[config.mk]
export PLATFORM = sky130hd
export DESIGN_NAME = color_keyed_column_centroid
export DESIGN_NICKNAME = d
export VERILOG_FILES = /design/src/sv/ckcc_pkg.sv /design/src/sv/color_keyed_column_centroid.sv /design/src/sv/ckcc_ctrl.sv /design/src/sv/ckcc_datapath.sv
export SDC_FILE = /design/constraint.sdc
export NUM_CORES = 1
export LEC_CHECK = 0
export BUFFER_PORTS_ARGS = -buffer_cell sky130_fd_sc_hd__clkbuf_2
export CORE_AREA = 2 2 223 181
export DETAILED_ROUTE_END_ITERATION = 10
export DIE_AREA = 0 0 225 183
export SLEW_MARGIN = 20
export SYNTH_ARGS = -nofsm -noshare
export SYNTH_HDL_FRONTEND = slang
export SYNTH_SLANG_ARGS = --single-unit
[constraint.sdc]
create_clock -name clk_i -period 10.9 [get_ports clk_i]
set_input_delay 2.18 -clock clk_i [delete_from_list [all_inputs] [get_ports clk_i]]
set_output_delay 2.18 -clock clk_i [all_outputs]
set_load 0.02 [all_outputs]
[src/sv/ckcc_pkg.sv]
// Shared types and constants for the colour-keyed column centroid block.
`default_nettype none

package ckcc_pkg;

  localparam int unsigned ColorW    = 24;
  localparam int unsigned ChanW     = 8;
  localparam int unsigned MaskW     = 8;
  localparam int unsigned RowW      = 11;
  localparam int unsigned ColW      = 12;
  localparam int unsigned SumW      = 22;
  localparam int unsigned CntW      = 12;
  localparam int unsigned FracW     = 4;
  localparam int unsigned CentW     = 15;
  localparam int unsigned DivW      = SumW + FracW;
  localparam int unsigned DivSteps  = DivW;
  localparam int unsigned StepCntW  = $clog2(DivSteps);
  localparam int unsigned CfgIdxW   = 1;

  localparam logic [ColorW-1:0] TargetColorRst = 24'hFF0000;
  localparam logic [ChanW-1:0]  ToleranceRst   = 8'h00;

  typedef enum logic [CfgIdxW-1:0] {
    REG_TARGET_COLOR = 1'b0,
    REG_TOLERANCE    = 1'b1
  } cfg_reg_e;

  typedef enum logic [2:0] {
    ST_IDLE   = 3'b001,
    ST_DIVIDE = 3'b010,
    ST_HOLD   = 3'b100
  } ctrl_state_e;

  // Datapath to controller
  typedef struct packed {
    logic col_close;  // accepted column end with at least one hit
  } dp_status_t;

  // Controller to datapath
  typedef struct packed {
    logic busy;
    logic div_step;
    logic out_valid;
  } ctrl_cmd_t;

endpackage

`default_nettype wire

[src/sv/color_keyed_column_centroid.sv]
// Top level of the colour-keyed per-column centroid block.
// Pixels transfer at one per cycle unless stalled; a column's result comes from a serial
// divide, then waits in a held output register until it is taken.
// Pixels of the next column keep flowing during the divide; only a column end
// stalls while the previous result is still in the divider or waiting.
// Reset clears the accumulators and controller and loads the register defaults.
`default_nettype none

module color_keyed_column_centroid
  import ckcc_pkg::*;
(
  input  wire logic               clk_i,
  input  wire logic               rst_ni,
  input  wire logic               cfg_we_i,
  input  wire logic [CfgIdxW-1:0] cfg_idx_i,
  input  wire logic [ColorW-1:0]  cfg_wdata_i,
  input  wire logic               in_valid_i,
  output logic                    in_stall_o,
  input  wire logic [ColorW-1:0]  pixel_color_i,
  input  wire logic [MaskW-1:0]   mask_level_i,
  input  wire logic [RowW-1:0]    row_i,
  input  wire logic [ColW-1:0]    column_i,
  input  wire logic               column_end_i,
  output logic                    out_valid_o,
  input  wire logic               out_stall_i,
  output logic [ColW-1:0]         out_column_o,
  output logic [CentW-1:0]        centroid_o,
  output logic [CntW-1:0]         hit_count_o
);

  ctrl_cmd_t  cmd;
  dp_status_t status;
  logic       in_fire;

  assign in_stall_o  = column_end_i && cmd.busy;
  assign in_fire     = in_valid_i && !in_stall_o;
  assign out_valid_o = cmd.out_valid;

  ckcc_ctrl u_ctrl (
    .clk_i       (clk_i),
    .rst_ni      (rst_ni),
    .status_i    (status),
    .out_stall_i (out_stall_i),
    .cmd_o       (cmd)
  );

  ckcc_datapath u_dp (
    .clk_i         (clk_i),
    .rst_ni        (rst_ni),
    .cfg_we_i      (cfg_we_i),
    .cfg_idx_i     (cfg_idx_i),
    .cfg_wdata_i   (cfg_wdata_i),
    .in_fire_i     (in_fire),
    .pixel_color_i (pixel_color_i),
    .mask_level_i  (mask_level_i),
    .row_i         (row_i),
    .column_i      (column_i),
    .column_end_i  (column_end_i),
    .cmd_i         (cmd),
    .status_o      (status),
    .out_column_o  (out_column_o),
    .centroid_o    (centroid_o),
    .hit_count_o   (hit_count_o)
  );

  a_result_has_hits: assert property (@(posedge clk_i) disable iff (!rst_ni)
    out_valid_o |-> (hit_count_o != '0))
    else $error("result presented with zero hit count");

  a_close_starts_divide: assert property (@(posedge clk_i) disable iff (!rst_ni)
    status.col_close |=> (cmd.div_step && !out_valid_o))
    else $error("column close did not start the divider");

  a_result_after_divide: assert property (@(posedge clk_i) disable iff (!rst_ni)
    $rose(out_valid_o) |-> $past(cmd.div_step))
    else $error("result appeared without a finished divide");

endmodule

`default_nettype wire

[src/sv/ckcc_ctrl.sv]
// Controller: sequences the per-column divide and holds the result for transfer.
`default_nettype none

module ckcc_ctrl
  import ckcc_pkg::*;
(
  input  wire logic       clk_i,
  input  wire logic       rst_ni,
  input  wire dp_status_t status_i,
  input  wire logic       out_stall_i,
  output ctrl_cmd_t       cmd_o
);

  ctrl_state_e           state_q, state_d;
  logic [StepCntW-1:0]   step_q, step_d;

  always_comb begin
    state_d = state_q;
    step_d  = step_q;
    unique case (state_q)
      ST_IDLE: begin
        step_d = '0;
        if (status_i.col_close) state_d = ST_DIVIDE;
      end
      ST_DIVIDE: begin
        step_d = step_q + StepCntW'(1);
        if (step_q == StepCntW'(DivSteps - 1)) state_d = ST_HOLD;
      end
      ST_HOLD: begin
        if (!out_stall_i) state_d = ST_IDLE;
      end
      default: state_d = ST_IDLE;
    endcase
  end

  always_ff @(posedge clk_i or negedge rst_ni) begin
    if (!rst_ni) begin
      state_q <= ST_IDLE;
      step_q  <= '0;
    end else begin
      state_q <= state_d;
      step_q  <= step_d;
    end
  end

  assign cmd_o.busy      = (state_q != ST_IDLE);
  assign cmd_o.div_step  = (state_q == ST_DIVIDE);
  assign cmd_o.out_valid = (state_q == ST_HOLD);

endmodule

`default_nettype wire

[src/sv/ckcc_datapath.sv]
// Datapath: colour match, row accumulation, serial divider and result registers.
`default_nettype none

module ckcc_datapath
  import ckcc_pkg::*;
(
  input  wire logic              clk_i,
  input  wire logic              rst_ni,
  input  wire logic              cfg_we_i,
  input  wire logic [CfgIdxW-1:0] cfg_idx_i,
  input  wire logic [ColorW-1:0] cfg_wdata_i,
  input  wire logic              in_fire_i,
  input  wire logic [ColorW-1:0] pixel_color_i,
  input  wire logic [MaskW-1:0]  mask_level_i,
  input  wire logic [RowW-1:0]   row_i,
  input  wire logic [ColW-1:0]   column_i,
  input  wire logic              column_end_i,
  input  wire ctrl_cmd_t         cmd_i,
  output dp_status_t             status_o,
  output logic [ColW-1:0]        out_column_o,
  output logic [CentW-1:0]       centroid_o,
  output logic [CntW-1:0]        hit_count_o
);

  logic [ColorW-1:0] target_q;
  logic [ChanW-1:0]  tol_q;

  always_ff @(posedge clk_i or negedge rst_ni) begin
    if (!rst_ni) begin
      target_q <= TargetColorRst;
      tol_q    <= ToleranceRst;
    end else if (cfg_we_i) begin
      unique case (cfg_idx_i)
        REG_TARGET_COLOR: target_q <= cfg_wdata_i;
        REG_TOLERANCE:    tol_q    <= cfg_wdata_i[ChanW-1:0];
        default: ;
      endcase
    end
  end

  // Colour match: every channel within tolerance
  logic [2:0] chan_ok;
  always_comb begin
    logic [ChanW-1:0] a, b, d;
    for (int c = 0; c < 3; c++) begin
      a = pixel_color_i[c*ChanW +: ChanW];
      b = target_q[c*ChanW +: ChanW];
      d = (a > b) ? (a - b) : (b - a);
      chan_ok[c] = (d <= tol_q);
    end
  end

  logic hit;
  assign hit = (mask_level_i != '0) && (&chan_ok);

  // Saturating accumulators
  logic [SumW-1:0] sum_q, sum_nx;
  logic [CntW-1:0] cnt_q, cnt_nx;
  logic [SumW:0]   sum_add;

  assign sum_add = {1'b0, sum_q} + (SumW+1)'(row_i);

  always_comb begin
    sum_nx = sum_q;
    cnt_nx = cnt_q;
    if (hit) begin
      sum_nx = sum_add[SumW] ? '1 : sum_add[SumW-1:0];
      if (cnt_q != '1) cnt_nx = cnt_q + CntW'(1);
    end
  end

  logic col_close;
  assign col_close = in_fire_i && column_end_i && (cnt_nx != '0);
  assign status_o.col_close = col_close;

  always_ff @(posedge clk_i or negedge rst_ni) begin
    if (!rst_ni) begin
      sum_q <= '0;
      cnt_q <= '0;
    end else if (in_fire_i) begin
      if (column_end_i) begin
        sum_q <= '0;
        cnt_q <= '0;
      end else begin
        sum_q <= sum_nx;
        cnt_q <= cnt_nx;
      end
    end
  end

  // Restoring divider, one quotient bit per cycle; quotient shifts into dq_q
  logic [DivW-1:0] dq_q;
  logic [CntW-1:0] rem_q;
  logic [CntW-1:0] divisor_q;
  logic [ColW-1:0] col_q;
  logic [CntW:0]   rem_sh;
  logic [CntW:0]   rem_sub;
  logic            ge;

  assign rem_sh  = {rem_q, dq_q[DivW-1]};
  assign ge      = (rem_sh >= {1'b0, divisor_q});
  assign rem_sub = rem_sh - {1'b0, divisor_q};

  always_ff @(posedge clk_i) begin
    if (col_close) begin
      dq_q      <= {sum_nx, FracW'(0)};
      rem_q     <= '0;
      divisor_q <= cnt_nx;
      col_q     <= column_i;
    end else if (cmd_i.div_step) begin
      rem_q <= ge ? rem_sub[CntW-1:0] : rem_sh[CntW-1:0];
      dq_q  <= {dq_q[DivW-2:0], ge};
    end
  end

  // Clamp quotients that only a saturated column can produce
  assign centroid_o   = (dq_q[DivW-1:CentW] != '0) ? '1 : dq_q[CentW-1:0];
  assign hit_count_o  = divisor_q;
  assign out_column_o = col_q;

endmodule

`default_nettype wire

==> metrics.md <==
| Metric | Value |
|---|---|
| P_leak | `5.13 nW` |
| Largest net degree at the start of global routing | `49` |
| # DRC | `0` |
| Hold EP | `u_dp.rem_q[11]` |
| Prevailing post-synth register cell | `dfrtp_1` |
| Peak supply drop | `0.0772 mV` |
| Reg-to-reg endpoint | `u_dp.dq_q[18]` |
| CTS tree | `done` |
| WP data arrival | `8770 ps` |
| CP max-delay cell | `nand2_1` |
| Clk_skew | `around 16 ps` |
| Post-synthesis sequential area ratio | `0.369` |
| RSZ-0062 raised after global routing | `false` |
| Setup Fix Bufs, Post-CTS | `0` |
| Avg WL per Cell | `15.0 microns` |
| Global Route Usage Sum | `0.125` |
| Post-DR vias/cell | `4.74` |
| First-pass GRT wire length | `40800 microns` |
| CP max stage delay | `820 ps` |
| Switching part of the total power | `0.398` |
| Clock transition at the registers of the reported paths | `70 ps` |
| Pwr Density | `199 mW/mm^2` |
| Synth unique cells | `73` |
| DIE AREA | `0.0412 sq mm` |
| Global placement routability congestion | `0.846` |
| Routed WL | `25300 microns` |
| Layout cells sized above 1 | `0.197` |
| Design Power | `2.27 mW` |
| Status | `completed` |
| Hold buffer count at cts | `0` |
| Final setup viols | `0` |
| Hold path startpoint | `u_dp.rem_q[11]` |
| Initial antenna violation count | `3` |
| Post-CTS Resized | `0` |
| Post-DP HPWL | `19100 microns` |
| CTS buffer count | `17` |
| Worst-skew pair later-pin latency | `440 ps` |
| Die height | `183 microns` |
| Grt ovf | `0` |
| Nets@finish | `1363` |
| Number of synthesized flops with an enable pin | `46` |
| Async SR Flop Fraction | `0.544` |
| Setup TNS | `0 ps` |
| Max transition margin | `0.321` |
| IO buf count | `126` |
| Synthesis-stage register bit count | `~140` |
| CP Max Fanout | `22` |
| Worst Hold Class | `reg2reg` |
| H-tree Lvls | `4` |
| Die W | `225 microns` |
| Clock Tree Root | `clkbuf_16` |
| Final ANT Viol Nets | `0` |
| Worst-path cell chain | `clkbuf_2 -> inv_1 -> ha_1 -> inv_1 -> fa_1 -> a21o_1 -> a21oi_1 -> o21ai_0 -> a31oi_1 -> nor2_1 -> mux2_2 -> a21oi_1 -> o221ai_1 -> xor2_1 -> ha_1 -> nand4_1 -> or2_2 -> o21ai_1 -> nand4_2 -> nor4_4 -> and3_1 -> o221ai_1 -> o21ai_2 -> nand2_1` |
| Syn Inst Count | `1065` |
| Layout area overhead | `18.0%` |
| # Max-Cap Violations | `0` |
| Critical path's top delay family | `simple AND/OR/NAND/NOR gates` |
| Via count | `8009` |
| Area of the core | `0.0390 sq mm` |
| Period utilization | `0.810` |
| CP Capture Type | `register` |
| Pint | `1.37 mW` |
| Clock power frac | `0.278` |
| First-pass DRT Iterations | `5` |
| Share of power burned in registers | `0.317` |
| YS warnings | `0` |
| CTS max path bufs | `2` |
| Min cycle time layout | `8830 ps` |
| Comb power frac | `0.406` |
| Post-Syn Area | `0.00967 sq mm` |
| FP Rows | `65` |
| Commonest non-fill, non-tap cells in the layout | `clkbuf_2, nand2_1, ha_1, inv_1, o21ai_0` |
| Vias in the first global route | `7607` |
| Crit path required time | `10840 ps` |
| Iteration-0 DRC Markers | `554` |
| R2r worst-path depth | `22` |
| IO Count | `around 130` |
| Critical path startpoint category | `input port` |
| Sink Count | `~140` |
| Worst hold stages | `2` |
| Initial core utilization | `0.248` |
| Slew Limit Fails | `0` |
| Final hold vios | `0` |
| Crit path kind | `in2reg` |
| Switch Pwr | `903 uW` |
| FF-to-FF setup slack | `~3600 ps` |
| Syn avg cell area | `9.08 sq um` |
| Most common cell after layout, fill and taps aside | `clkbuf_2` |
| Slew @ Worst Pin | `1020 ps` |
| F_max | `about 0.11 GHz` |
| Worst r2r src | `u_dp.target_q[0]` |
| Buf/Inv on CP | `3` |
| Mapped Nets | `1254` |
==> synthesized netlist by cell type, drive strengths merged, types with 17 or more instances <==
cell type | instances | area [sq um]
a211oi | 21 | 178
a21o | 19 | 143
a21oi | 68 | 344
clkbuf | 26 | 97.6
dfrtp | 65 | 1630
edfxtp | 46 | 1380
ha | 95 | 1190
inv | 94 | 353
mux2i | 21 | 210
nand2 | 114 | 430
nand4 | 19 | 125
nor2 | 62 | 235
nor2b | 17 | 106
nor3 | 29 | 180
o21ai | 92 | 464
or2 | 20 | 125
xnor2 | 26 | 228
xor2 | 17 | 149
==> worst max-delay path by stage <==
stage | slack (ps) | endpoint | start | depth (start not counted)
after CTS | 2010 | u_dp.dq_q[19] | pixel_color_i[0] | 24
final | 2070 | u_dp.dq_q[18] | pixel_color_i[0] | 24
after floorplan | 3510 | u_dp.dq_q[10] | pixel_color_i[16] | 25
after global routing | 1380 | u_dp.dq_q[18] | pixel_color_i[0] | 24
after global placement | 1700 | u_dp.dq_q[15] | pixel_color_i[0] | 25
after detailed placement | 1570 | u_dp.dq_q[15] | pixel_color_i[0] | 25
==> per-layer routing <==
layer | up-vias | part of all wire | wire length, microns | track usage
met5 | - | 0.00051 | 13 | 0
met4 | 2 | 0.010 | 261 | 0.0331
met3 | 21 | 0.047 | 1190 | 0.0231
met2 | 189 | 0.43 | 11000 | 0.188
met1 | 3800 | 0.51 | 12900 | 0.182
li1 | 3997 | - | - | -
==> power by group through the flow <==
stage          combinational [mW]  sequential [mW]  clock [mW]
6_report                    0.921            0.718       0.630
2_1_floorplan               0.666            0.723           0
3_5_place_dp                0.914            0.727           0
5_1_grt                      1.03            0.733       0.669
3_3_place_gp                0.897            0.726           0
4_1_cts                     0.921            0.719       0.646
==> area by class of cell <==
class	instances	area (sq um)
Fill cell	4035	27600
Sequential cell	136	3560
Clock inverter	14	186
Inverter	94	353
Clock buffer	18	439
Multi-Input combinational cell	793	5550
Antenna cell	2	5.00
Tap cell	502	628
Timing Repair Buffer	132	678
==> cell families (layout without fill, tap and decap cells) <==
group	count (synthesis)	count (layout)	synth area share
xor+xnor	43	43	0.0390
mux	37	37	0.0404
buf+inv	136	258	0.0573
flops	136	136	0.369
compound gates	283	283	0.184
other cells	0	2	0
fa+ha+maj	103	103	0.140
simple gates	327	327	0.171
==> stage by stage <==
stage	utilization	instance area, sq um	instances	setup WS, ps	hold slack, ps
after global placement	0.277	10800	1657	1700	440
after global routing	0.293	11400	1689	1380	479
after detailed placement	0.277	10800	1657	1570	448
after floorplan	-	9670	1065	3510	432
after CTS	0.293	11400	1689	2010	457
final	0.293	11400	1691	2070	459
==> flip-flops by register name, indices dropped and copies added, names as in the netlist <==
name / count
u_ctrl.state_q: 3
u_ctrl.step_q: 5
u_dp.cnt_q: 12
u_dp.dq_q: 26
u_dp.hit_count_o: 12
u_dp.out_column_o: 12
u_dp.rem_q: 12
u_dp.sum_q: 22
u_dp.target_q: 24
u_dp.tol_q: 8
==> worst reg2reg max path, cell delays in order, from the launching register on <==
cell and delay [ps]:
dfrtp_1 390, ha_1 200, inv_1 70, fa_1 180, a21o_1 120, a21oi_1 90, o21ai_0 170, a31oi_1 120
nor2_1 790, mux2_2 420, a21oi_1 230, o221ai_1 170, xor2_1 170, ha_1 300, nand4_1 110, or2_2 300
o21ai_1 140, nand4_2 490, nor4_4 540, and3_1 210, o221ai_1 140, o21ai_2 680, nand2_1 820
Power figures use the tool's default switching activity.
